**src/rtl/anf_pkg.sv**
```systemverilog
// Package with the shared types, constants and key table of the advertising name filter.
`timescale 1ns / 1ps

package anf_pkg;

	localparam int KEY_BYTES  = 23;
	localparam int COUNT_BITS = 32;
	localparam int IN_BITS    = 16;
	localparam int OUT_BITS   = 40;

	localparam logic [7:0] NAME_TYPE = 8'h09;
	localparam logic signed [7:0] RSSI_THRESHOLD_RESET = -8'sd56;

	localparam logic [7:0] KEY_TABLE [0:31] = '{
		8'h43, 8'h53, 8'h34, 8'h33, 8'h39, 8'h57, 8'h49, 8'h52,
		8'h45, 8'h4C, 8'h45, 8'h53, 8'h53, 8'h4E, 8'h45, 8'h54,
		8'h57, 8'h4F, 8'h52, 8'h4B, 8'h49, 8'h4E, 8'h47, 8'h00,
		8'h00, 8'h00, 8'h00, 8'h00, 8'h00, 8'h00, 8'h00, 8'h00
	};

	typedef enum logic [3:0] {
		PH_LEN   = 4'b0001,
		PH_TYPE  = 4'b0010,
		PH_VALUE = 4'b0100,
		PH_DONE  = 4'b1000
	} phase_t;

	typedef struct packed {
		logic fire;
		logic last;
		logic matched;
	} parse_res_t;

endpackage

```
**src/rtl/anf_parser.sv**
```systemverilog
// Length-type-value walker that tracks per-packet state and flags a complete-name key match.
`timescale 1ns / 1ps

module anf_parser (
	input  logic                clk,
	input  logic                arst_n,
	input  logic                fire,
	input  logic                last,
	input  logic [7:0]          ad_byte,
	output anf_pkg::parse_res_t res
);

	localparam logic [7:0] KEY_LEN8 = 8'(anf_pkg::KEY_BYTES);
	localparam logic [4:0] KEY_LEN5 = 5'(anf_pkg::KEY_BYTES);

	anf_pkg::phase_t phase_q, phase_d;
	logic [7:0] bytes_left_q, bytes_left_d, left_dec;
	logic [4:0] cmp_idx_q, cmp_idx_d;
	logic       cand_q, cand_d;
	logic       matched_q, matched_d;

	assign left_dec = bytes_left_q - 8'd1;

	always_comb begin
		phase_d      = phase_q;
		bytes_left_d = bytes_left_q;
		cmp_idx_d    = cmp_idx_q;
		cand_d       = cand_q;
		matched_d    = matched_q;
		unique case (phase_q)
			anf_pkg::PH_LEN: begin
				if (ad_byte == 8'd0) begin
					phase_d = anf_pkg::PH_DONE;
				end else begin
					bytes_left_d = ad_byte - 8'd1;
					phase_d      = anf_pkg::PH_TYPE;
				end
			end
			anf_pkg::PH_TYPE: begin
				cand_d    = (ad_byte == anf_pkg::NAME_TYPE) && (bytes_left_q == KEY_LEN8);
				cmp_idx_d = 5'd0;
				phase_d   = (bytes_left_q == 8'd0) ? anf_pkg::PH_LEN : anf_pkg::PH_VALUE;
			end
			anf_pkg::PH_VALUE: begin
				if (cand_q) begin
					if (cmp_idx_q >= KEY_LEN5 || ad_byte != anf_pkg::KEY_TABLE[cmp_idx_q]) begin
						cand_d = 1'b0;
					end
					cmp_idx_d = cmp_idx_q + 5'd1;
				end
				bytes_left_d = left_dec;
				if (left_dec == 8'd0) begin
					if (cand_d) begin
						matched_d = 1'b1;
						phase_d   = anf_pkg::PH_DONE;
					end else begin
						phase_d = anf_pkg::PH_LEN;
					end
				end
			end
			anf_pkg::PH_DONE: begin
				phase_d = anf_pkg::PH_DONE;
			end
			default: begin
				phase_d = anf_pkg::PH_LEN;
			end
		endcase
	end

	assign res.fire    = fire;
	assign res.last    = last;
	assign res.matched = matched_d;

	always_ff @(posedge clk or negedge arst_n) begin
		if (!arst_n) begin
			phase_q      <= anf_pkg::PH_LEN;
			bytes_left_q <= 8'd0;
			cmp_idx_q    <= 5'd0;
			cand_q       <= 1'b0;
			matched_q    <= 1'b0;
		end else if (fire) begin
			if (last) begin
				phase_q      <= anf_pkg::PH_LEN;
				bytes_left_q <= 8'd0;
				cmp_idx_q    <= 5'd0;
				cand_q       <= 1'b0;
				matched_q    <= 1'b0;
			end else begin
				phase_q      <= phase_d;
				bytes_left_q <= bytes_left_d;
				cmp_idx_q    <= cmp_idx_d;
				cand_q       <= cand_d;
				matched_q    <= matched_d;
			end
		end
	end

endmodule

```
**src/rtl/anf_detect.sv**
```systemverilog
// Threshold register, detection counter and result register of the name filter.
`timescale 1ns / 1ps

module anf_detect (
	input  logic                          clk,
	input  logic                          arst_n,
	input  logic                          cfg_wen,
	input  logic signed [7:0]             cfg_wdata,
	input  anf_pkg::parse_res_t           res,
	input  logic signed [7:0]             signal_strength,
	input  logic                          out_ready,
	output logic                          out_valid,
	output logic [anf_pkg::OUT_BITS-1:0]  out_data
);

	logic signed [7:0]               thr_q;
	logic [anf_pkg::COUNT_BITS-1:0]  det_q, det_d;
	logic                            person;
	logic                            done;
	logic                            valid_q;
	logic [anf_pkg::OUT_BITS-1:0]    data_q;

	assign done   = res.fire && res.last;
	assign person = res.matched && (signal_strength < thr_q);
	assign det_d  = person ? det_q + anf_pkg::COUNT_BITS'(1) : det_q;

	always_ff @(posedge clk or negedge arst_n) begin
		if (!arst_n) begin
			thr_q   <= anf_pkg::RSSI_THRESHOLD_RESET;
			det_q   <= '0;
			valid_q <= 1'b0;
		end else begin
			if (cfg_wen) begin
				thr_q <= cfg_wdata;
			end
			if (done) begin
				det_q   <= det_d;
				valid_q <= 1'b1;
			end else if (out_ready) begin
				valid_q <= 1'b0;
			end
		end
	end

	always_ff @(posedge clk) begin
		if (done) begin
			data_q <= {6'd0, 32'(det_d), person, res.matched};
		end
	end

	assign out_valid = valid_q;
	assign out_data  = data_q;

endmodule

```
**src/rtl/adv_name_filter_rssi_counter.sv**
```systemverilog
// Top level of the advertising name filter with signal-strength walk counter.
`timescale 1ns / 1ps

// The slave stream carries one advertising payload byte per item, with tlast on the final
// byte of a packet and the signal strength sampled alongside it. Each packet's structures are
// walked as length, type and value bytes; a complete-name structure that holds the fixed key
// marks the packet as matched. On the last byte one item leaves on the master stream with the
// match flag, the detection flag (matched and signal below the threshold) and the running
// detection count, which wraps at 2^32.
// An item is first captured in an input register, then parsed; on the last byte of a packet
// its result is captured in the output register once that register is free. One item is
// taken every cycle; the only limit is the output register. When the receiver stalls, the
// result waits in the output register while non-last bytes keep flowing; a last byte waits
// in the input register until the output register is free.
// Reset clears the parser state, the count and both valid flags, and loads the threshold with
// -56 dBm. The threshold is written through cfg_wen and cfg_wdata; the user must write it
// only while the block is idle, and the block itself does not enforce this.

module adv_name_filter_rssi_counter (
	input  logic                          clk,
	input  logic                          arst_n,
	input  logic                          cfg_wen,
	input  logic signed [7:0]             cfg_wdata,
	input  logic                          s_axis_tvalid,
	output logic                          s_axis_tready,
	// ad_byte [7:0], signal_strength [15:8]
	input  logic [anf_pkg::IN_BITS-1:0]   s_axis_tdata,
	input  logic                          s_axis_tlast,
	output logic                          m_axis_tvalid,
	input  logic                          m_axis_tready,
	// name_matched [0], person_detected [1], walk_count [33:2], zero [39:34]
	output logic [anf_pkg::OUT_BITS-1:0]  m_axis_tdata
);

	logic                v_s1;
	logic                last_s1;
	logic [7:0]          byte_s1;
	logic signed [7:0]   sig_s1;
	logic                go_s1;
	logic                accept;
	anf_pkg::parse_res_t res;

	assign go_s1         = v_s1 && (!last_s1 || !m_axis_tvalid || m_axis_tready);
	assign s_axis_tready = !v_s1 || go_s1;
	assign accept        = s_axis_tvalid && s_axis_tready;

	always_ff @(posedge clk or negedge arst_n) begin
		if (!arst_n) begin
			v_s1 <= 1'b0;
		end else if (accept) begin
			v_s1 <= 1'b1;
		end else if (go_s1) begin
			v_s1 <= 1'b0;
		end
	end

	always_ff @(posedge clk) begin
		if (accept) begin
			byte_s1 <= s_axis_tdata[7:0];
			sig_s1  <= s_axis_tdata[15:8];
			last_s1 <= s_axis_tlast;
		end
	end

	anf_parser u_parser (
		.clk     (clk),
		.arst_n  (arst_n),
		.fire    (go_s1),
		.last    (last_s1),
		.ad_byte (byte_s1),
		.res     (res)
	);

	anf_detect u_detect (
		.clk             (clk),
		.arst_n          (arst_n),
		.cfg_wen         (cfg_wen),
		.cfg_wdata       (cfg_wdata),
		.res             (res),
		.signal_strength (sig_s1),
		.out_ready       (m_axis_tready),
		.out_valid       (m_axis_tvalid),
		.out_data        (m_axis_tdata)
	);

endmodule

```
**config.mk**
```make
export PLATFORM = sky130hd
export DESIGN_NAME = adv_name_filter_rssi_counter
export DESIGN_NICKNAME = d
export VERILOG_FILES = /design/src/rtl/anf_pkg.sv /design/src/rtl/anf_parser.sv /design/src/rtl/anf_detect.sv /design/src/rtl/adv_name_filter_rssi_counter.sv
export SDC_FILE = /design/constraint.sdc
export NUM_CORES = 1
export LEC_CHECK = 0
export CAP_MARGIN = 20
export CORE_ASPECT_RATIO = 0.6
export CORE_MARGIN = 8
export CORE_UTILIZATION = 30
export DETAILED_ROUTE_END_ITERATION = 8
export DONT_BUFFER_PORTS = 1
export PLACE_DENSITY = 0.51
export SLEW_MARGIN = 5
export SYNTH_ARGS = -nofsm -noshare
export SYNTH_HDL_FRONTEND = slang
export SYNTH_SLANG_ARGS = --single-unit
```
**constraint.sdc**
```tcl
create_clock -name clk -period 4.7 [get_ports clk]
set_input_delay 0.47 -clock clk [delete_from_list [all_inputs] [get_ports clk]]
set_output_delay 0.47 -clock clk [all_outputs]
set_load 0.03 [all_outputs]
```
== Word level (Yosys, flattened, before mapping) ==
Memories as Yosys holds them, arrays and structs flattened.
Index checks and enable logic that the tools add are counted.

* Add/subtract/negate cells: 4
* $lt $le $gt $ge: 3
* Eq/ne operators: 10
* Multiplexer cells: 28
* Bitwise operators: 1
* Reductions and logical operators: 23

{| class="wikitable"
|+ Operators with widths
! cell !! number
|-
| 32-bit by 1-bit adder with 32-bit output (second input constant) || 1
|-
| 32-bit two-way mux || 1
|-
| 8-bit two-way mux || 4
|-
| 8-bit zero test || 3
|-
| 4-bit two-way mux || 4
|-
| 4-bit case mux with 4 select lines || 1
|-
| 8-bit case mux with 2 select lines || 1
|-
| 8-bit by 1-bit subtractor with 8-bit output (second input constant) || 2
|-
| 1-bit two-way mux || 12
|-
| 5-bit two-way mux || 2
|-
| 5-bit case mux with 2 select lines || 1
|-
| 8-bit by 4-bit == test with 1-bit output (second input constant) || 1
|-
| 8-bit by 5-bit == test with 1-bit output (second input constant) || 1
|-
| 8-bit less-than comparator || 1
|-
| 8-bit inequality test || 1
|-
| 6-bit >= comparator (second input constant) || 1
|-
| 3-bit by 2-bit inequality test with 1-bit output (second input constant) || 2
|-
| 5-bit inverter with 6-bit output || 1
|-
| 3-bit AND reduction || 2
|-
| 3-bit nonzero test || 2
|-
| 5-bit by 1-bit adder with 5-bit output (second input constant) || 1
|-
| 5-bit >= comparator (second input constant) || 1
|-
| 1-bit logical AND || 5
|-
| 4-bit by 1-bit == test with 1-bit output (second input constant) || 1
|-
| other kinds (10) || 17
|}

* Bits in registers: 112
* Memory bits (read-only): 256
* Input port bits: 30
* Output and inout port bits: 42
* Logic and storage cells: 83
* Memories kept: 1

{| class="wikitable"
|+ Memory list
! memory !! words !! bits a word !! rd ports !! clocked after Yosys merged registers in !! write ports !! line !! RTL
|-
| (no name shown) || 32 || 8 || 1 || 0 || 0 || anf_parser.sv:46 || <nowiki>if (cmp_idx_q >= KEY_LEN5 || ad_byte != anf_pkg::KEY_TABLE[cmp_idx_q]) begin</nowiki>
|}

== Logic depth before layout (Yosys ltp) ==
* Word-level depth: 14
* Mapped depth: 12
* Depth with buffers taken out: 10

== Hierarchy ==
A second synthesis with hierarchy kept.

* Cells, all modules: 598
* Area total of the unflattened synthesis: 6299.8 µm²

{| class="wikitable"
|+ Modules (own cells, without submodules)
! module !! times used !! cells an instance !! area an instance (µm²) !! sequential area each (µm²)
|-
| anf_detect || 1 || 324 || 3684.8 || 2050.7
|-
| anf_parser || 1 || 251 || 2029.4 || 476.7
|-
| adv_name_filter_rssi_counter || 1 || 23 || 585.6 || 535.5
|}

== Worst setup path before layout ==
No wires, ideal clock.

* Path type: flip-flop to flip-flop
* Start point: register u_parser.cmp_idx_q[1]
* End point: register u_detect.data_q (netlist bit u_detect.out_data[28]) (data pin)
* Arrival: 2.859 ns
* Slack: 1.574 ns
* Cell stages (with the launch flop): 12
* Buffers on the path: 1
* Period minus slack after synthesis: 3.126 ns
* Path through: dfrtp_1 > inv_1 > ha_1 > nor2b_4 > o32ai_2 > mux2i_1 > or4_4 > nor4_4 > a22oi_2 > buf_2 > nor3_1 > xor2_1

* Word-level cells in the longest chain between the ends: 14

{| class="wikitable"
|+ RTL lines
! element !! line !! RTL
|-
| start: declaration || anf_parser.sv:18 || <nowiki>logic [4:0] cmp_idx_q, cmp_idx_d;</nowiki>
|-
| start signal: assignment || anf_parser.sv:91 || <nowiki>cmp_idx_q <= cmp_idx_d;</nowiki>
|-
| 5-bit inverter with 6-bit output (not written as such) || anf_parser.sv:46 ||
|-
| memory read 32 x 8 bit || -- ||
|-
| 8-bit two-way mux (not written as such) (2 in series) || anf_parser.sv:46 ||
|-
| 8-bit inequality test || anf_parser.sv:46 ||
|-
| 1-bit logical OR (*) || anf_parser.sv:46 ||
|-
| 1-bit two-way mux (*) || anf_parser.sv:46 ||
|-
| 1-bit two-way mux (*) || anf_parser.sv:45 || <nowiki>if (cand_q) begin</nowiki>
|-
| 1-bit two-way mux (*) || anf_parser.sv:30 || <nowiki>unique case (phase_q)</nowiki>
|-
| 1-bit two-way mux (*) || anf_parser.sv:53 || <nowiki>if (cand_d) begin</nowiki>
|-
| 1-bit two-way mux (*) || anf_parser.sv:52 || <nowiki>if (left_dec == 8'd0) begin</nowiki>
|-
| 1-bit two-way mux (*) || anf_parser.sv:30 ||
|-
| 1-bit logical AND (*) || anf_detect.sv:24 || <nowiki>assign person = res.matched && (signal_strength < thr_q);</nowiki>
|-
| 32-bit two-way mux (*) || anf_detect.sv:25 || <nowiki>assign det_d = person ? det_q + anf_pkg::COUNT_BITS'(1) : det_q;</nowiki>
|-
| net u_detect.det_d, one bit || anf_detect.sv:17 || <nowiki>logic [anf_pkg::COUNT_BITS-1:0] det_q, det_d;</nowiki>
|-
| end signal: assignment || anf_detect.sv:47 || <nowiki>data_q <= {6'd0, 32'(det_d), person, res.matched};</nowiki>
|-
| end: declaration || anf_detect.sv:21 || <nowiki>logic [anf_pkg::OUT_BITS-1:0] data_q;</nowiki>
|}

Mark *: on every way through the listed nets, which the timed path passes. The rest lies on a longest branch. The select of a mux whose other input is x is not followed.
A chain may end at the register's enable or synchronous reset.

== Worst setup path in the final report ==
* Start point: register u_parser.cmp_idx_q[1]
* End point: register u_detect.det_q[1] in the netlist's numbering

* Word-level cells in the longest chain between the ends: 14

{| class="wikitable"
|+ RTL lines
! element !! line !! RTL
|-
| 5-bit inverter with 6-bit output (not written as such) || anf_parser.sv:46 ||
|-
| memory read 32 x 8 bit || -- ||
|-
| 8-bit two-way mux (not written as such) (2 in series) || anf_parser.sv:46 ||
|-
| 8-bit inequality test || anf_parser.sv:46 ||
|-
| 1-bit logical OR (*) || anf_parser.sv:46 ||
|-
| 1-bit two-way mux (*) || anf_parser.sv:46 ||
|-
| 1-bit two-way mux (*) || anf_parser.sv:45 ||
|-
| 1-bit two-way mux (*) || anf_parser.sv:30 ||
|-
| 1-bit two-way mux (*) || anf_parser.sv:53 ||
|-
| 1-bit two-way mux (*) || anf_parser.sv:52 ||
|-
| 1-bit two-way mux (*) || anf_parser.sv:30 ||
|-
| 1-bit logical AND (*) || anf_detect.sv:24 ||
|-
| 32-bit two-way mux (*) || anf_detect.sv:25 ||
|-
| end signal: assignment || anf_detect.sv:37 || <nowiki>det_q <= det_d;</nowiki>
|-
| end: declaration || anf_detect.sv:17 ||
|}

Mark *: on every way between the ends. The rest lies on a longest branch, timed or not. The select of a mux whose other input is x is not followed.

==> out/metrics.cfg <==
[hold_path]
min_path_type = input port to register
min-delay-start = cfg_wen

[logic_synthesis]
synth_seq_cells = 112
syn_inst = 599
ys_types = 57
synthTopCellsByCount = dfrtp_1, xor2_1, edfxtp_1, nor2_1, nand2_1
synth_area_sq_um = 6176
synthArstFlopShare = 0.5446
yosysSeqAreaShare = 0.4959
syn_avg_cell_area_sq_um = 10.31
synth_top_area_cell = edfxtp_1
synth_enable_flop_cells = 51
synth_most_common_cell = dfrtp_1
yosysTopAreaCellShare = 0.2480
synthTopCellsByArea = edfxtp_1, dfrtp_1, xor2_1
synth-main-ff-cell = dfrtp_1
synth_warnings = 0

[place]
dp_hpwl_um = 10400
place_inst = 848
place.gp.congestion = 0.7815
preCtsSetupSlack_ps = 1139
portBuffers = 0

[floorplan]
boundaryPins = 72
core_sq_um = 20120
die_area_sq_um = 25580
start_util = 0.3070
rows = 40
die_w_um = 201.2
die_y_um = 127.1

[finish]
num_antenna_cells = 0
nets = 640
drive_gt1_frac = 0.08432
layout.cells.non_filler = 866
syn_to_final_growth_pct = 9.562

[power_and_ir_drop]
ir_worst_vdd_uv = 206.3
power.density_nw_per_um2 = 326.3
power_mw = 2.208
power_leakage_nw = 2.828
p_int_mw = 1.623
power_frac_comb = 0.105
power.switching_mw = 0.5844
switching_share = 0.2647
clock_power_share = 0.378
power_frac_seq = 0.517

[grt]
grt_overflow = 0
grt_max_degree = 65
busiest_layer = met2
grtUsageMet2 = 0.1634
grt_use_total = 0.1141
use_met1 = 0.1601
grt_pass1_vias = 4327
grt_use_met3 = 0.03862
grt_pass1_wl_um = 23540
antenna_found_initial = 0

[clock_tree]
cts_buffers = 9
cts_resized = 0
cts.sinks = 112
cts-root-buf = clkbuf_16
cts.htree.levels = 3
cts_tree = yes
clk_path_buf_depth = 2
clk_pin_slew_ps = 80
clk-insertion-delay-late_ps = 360

[drt]
first_iter_violations = 299
ant_nets = 0
drc = 0
dr.pass1.iters = 5
routedWlPerCell_um = 16.83
totalWireLength_um = 14580
detail_route.vias_per_cell = 4.976
vias = 4309

[setup_path]
crit_path_top_delay_cell = dfrtp_1
cp.arrival_ps = 3800
required_ps = 4950
worstSetupEndpointType = register
path_cells = inv_1, ha_1, nor2b_4, o32ai_2, mux2i_1, or4_4, nor4_4, a22oi_2, buf_12, nor2_1, mux2_2
max_stage_delay_ps = 550
start_kind = register
critPathLaunch = u_parser.cmp_idx_q[1]
regToRegStartpoint = u_parser.cmp_idx_q[1]
critPathMaxFanout = 64
criticalPathCategory = register to register

[timing]
period_share = 0.7552
relSlewSlack = 0.4564
hold_viol = 0
tightest_slew_ps = 815.5
fmax_mhz = 281.8
finalClockSkew_ps = 10.68
fin_crit_ps = 3549
fin_ws_ps = 1151
setup_viol_count_final = 0
drv_slew = 0
setup_tns_ps = 0
rsz0062_at_grt = no

[outcome]
status = finished clean

[run]
max_cap_viol_count = 0

timing repair:
item	4_1_cts	5_1_grt
hold endpoints to repair	61	0
hold buffers	2	0
setup buffers	0	0
through the flow:
stage	hold slack, ps	util	area [sq um]
2_1_floorplan	174.4	-	6195
3_3_place_gp	177.4	0.3190	6419
3_5_place_dp	177.0	0.3190	6419
4_1_cts	150.9	0.3363	6766
5_1_grt	171.6	0.3363	6766
6_report	169.1	0.3363	6766
cell type report:
cell class / count / area [sq um]
Timing Repair Buffer: 7 / 87.58
Clock inverter: 6 / 81.33
Tap cell: 273 / 341.6
Sequential cell: 112 / 3063
Multi-Input combinational cell: 434 / 2874
Clock buffer: 10 / 229.0
Inverter: 24 / 90.09
Fill cell: 2029 / 13350
power by group through the flow:
stage	logic (mW)	clock network (mW)	registers (mW)
after global placement	0.211	0	1.16
after CTS	0.232	0.866	1.14
after detailed placement	0.215	0	1.16
final	0.233	0.834	1.14
after floorplan	0.182	0	1.13
after global routing	0.264	0.896	1.15
critical path: cells and delay by family (launching register included):
kind                       cells  cell delay, ps
muxes                          2             460
and+or+nand+nor                4            1210
AOI/OAI and AO/OA              2             420
buffers and inverters          2             390
DFF                            1             550
adders and majority gates      1             400
state kept, by name (all words and copies together) (netlist names), 4 cells and up:
signal,flops
u_detect.out_data,34
u_detect.det_q,32
byte_s1,8
sig_s1,8
u_detect.thr_q,8
u_parser.bytes_left_q,8
u_parser.cmp_idx_q,5
u_parser.phase_q,4
kinds of logic (layout without fill, tap and decap cells):
| kind of cell | after synthesis | after routing | synth area share |
|---|---|---|---|
| simple gates | 234 | 234 | 0.2056 |
| flops | 112 | 112 | 0.4959 |
| compound gates | 90 | 90 | 0.09178 |
| xor+xnor | 71 | 71 | 0.1007 |
| buf+inv | 58 | 47 | 0.04173 |
| fa+ha+maj | 22 | 22 | 0.04457 |
| mux | 11 | 11 | 0.01904 |
| other cells | 1 | 6 | 0.0006072 |
cell usage in the layout, fill, tap and decap left out, types with 21 or more instances in the layout:
| cell type | count |
|---|---|
| dfrtp_1 | 57 |
| xor2_1 | 56 |
| nor2_1 | 51 |
| edfxtp_1 | 51 |
| nand2_1 | 49 |
| o21ai_0 | 35 |
| nor3_1 | 34 |
| inv_1 | 24 |
| ha_1 | 22 |
| nand3_1 | 21 |
layer usage:
metal,up-vias,share of wire
li1,2061,-
met1,2133,0.51
met2,102,0.41
met3,13,0.063
met4,0,0.011
met5,-,0
path summary, 6_finish.rpt:
path	to	cells after the start	slack, ps
worst min register to register	u_detect.det_q[31]	1	490
worst max-delay path	u_detect.det_q[1]	11	1150
min in group asynchronous	u_detect.det_q[17]	2	690
max in group asynchronous	u_detect.thr_q[3]	2	3690
worst max register to register	u_detect.det_q[1]	11	1150
worst min-delay path	u_detect.thr_q[7]	1	170
No activity file was read; power rests on OpenSTA's default activity.
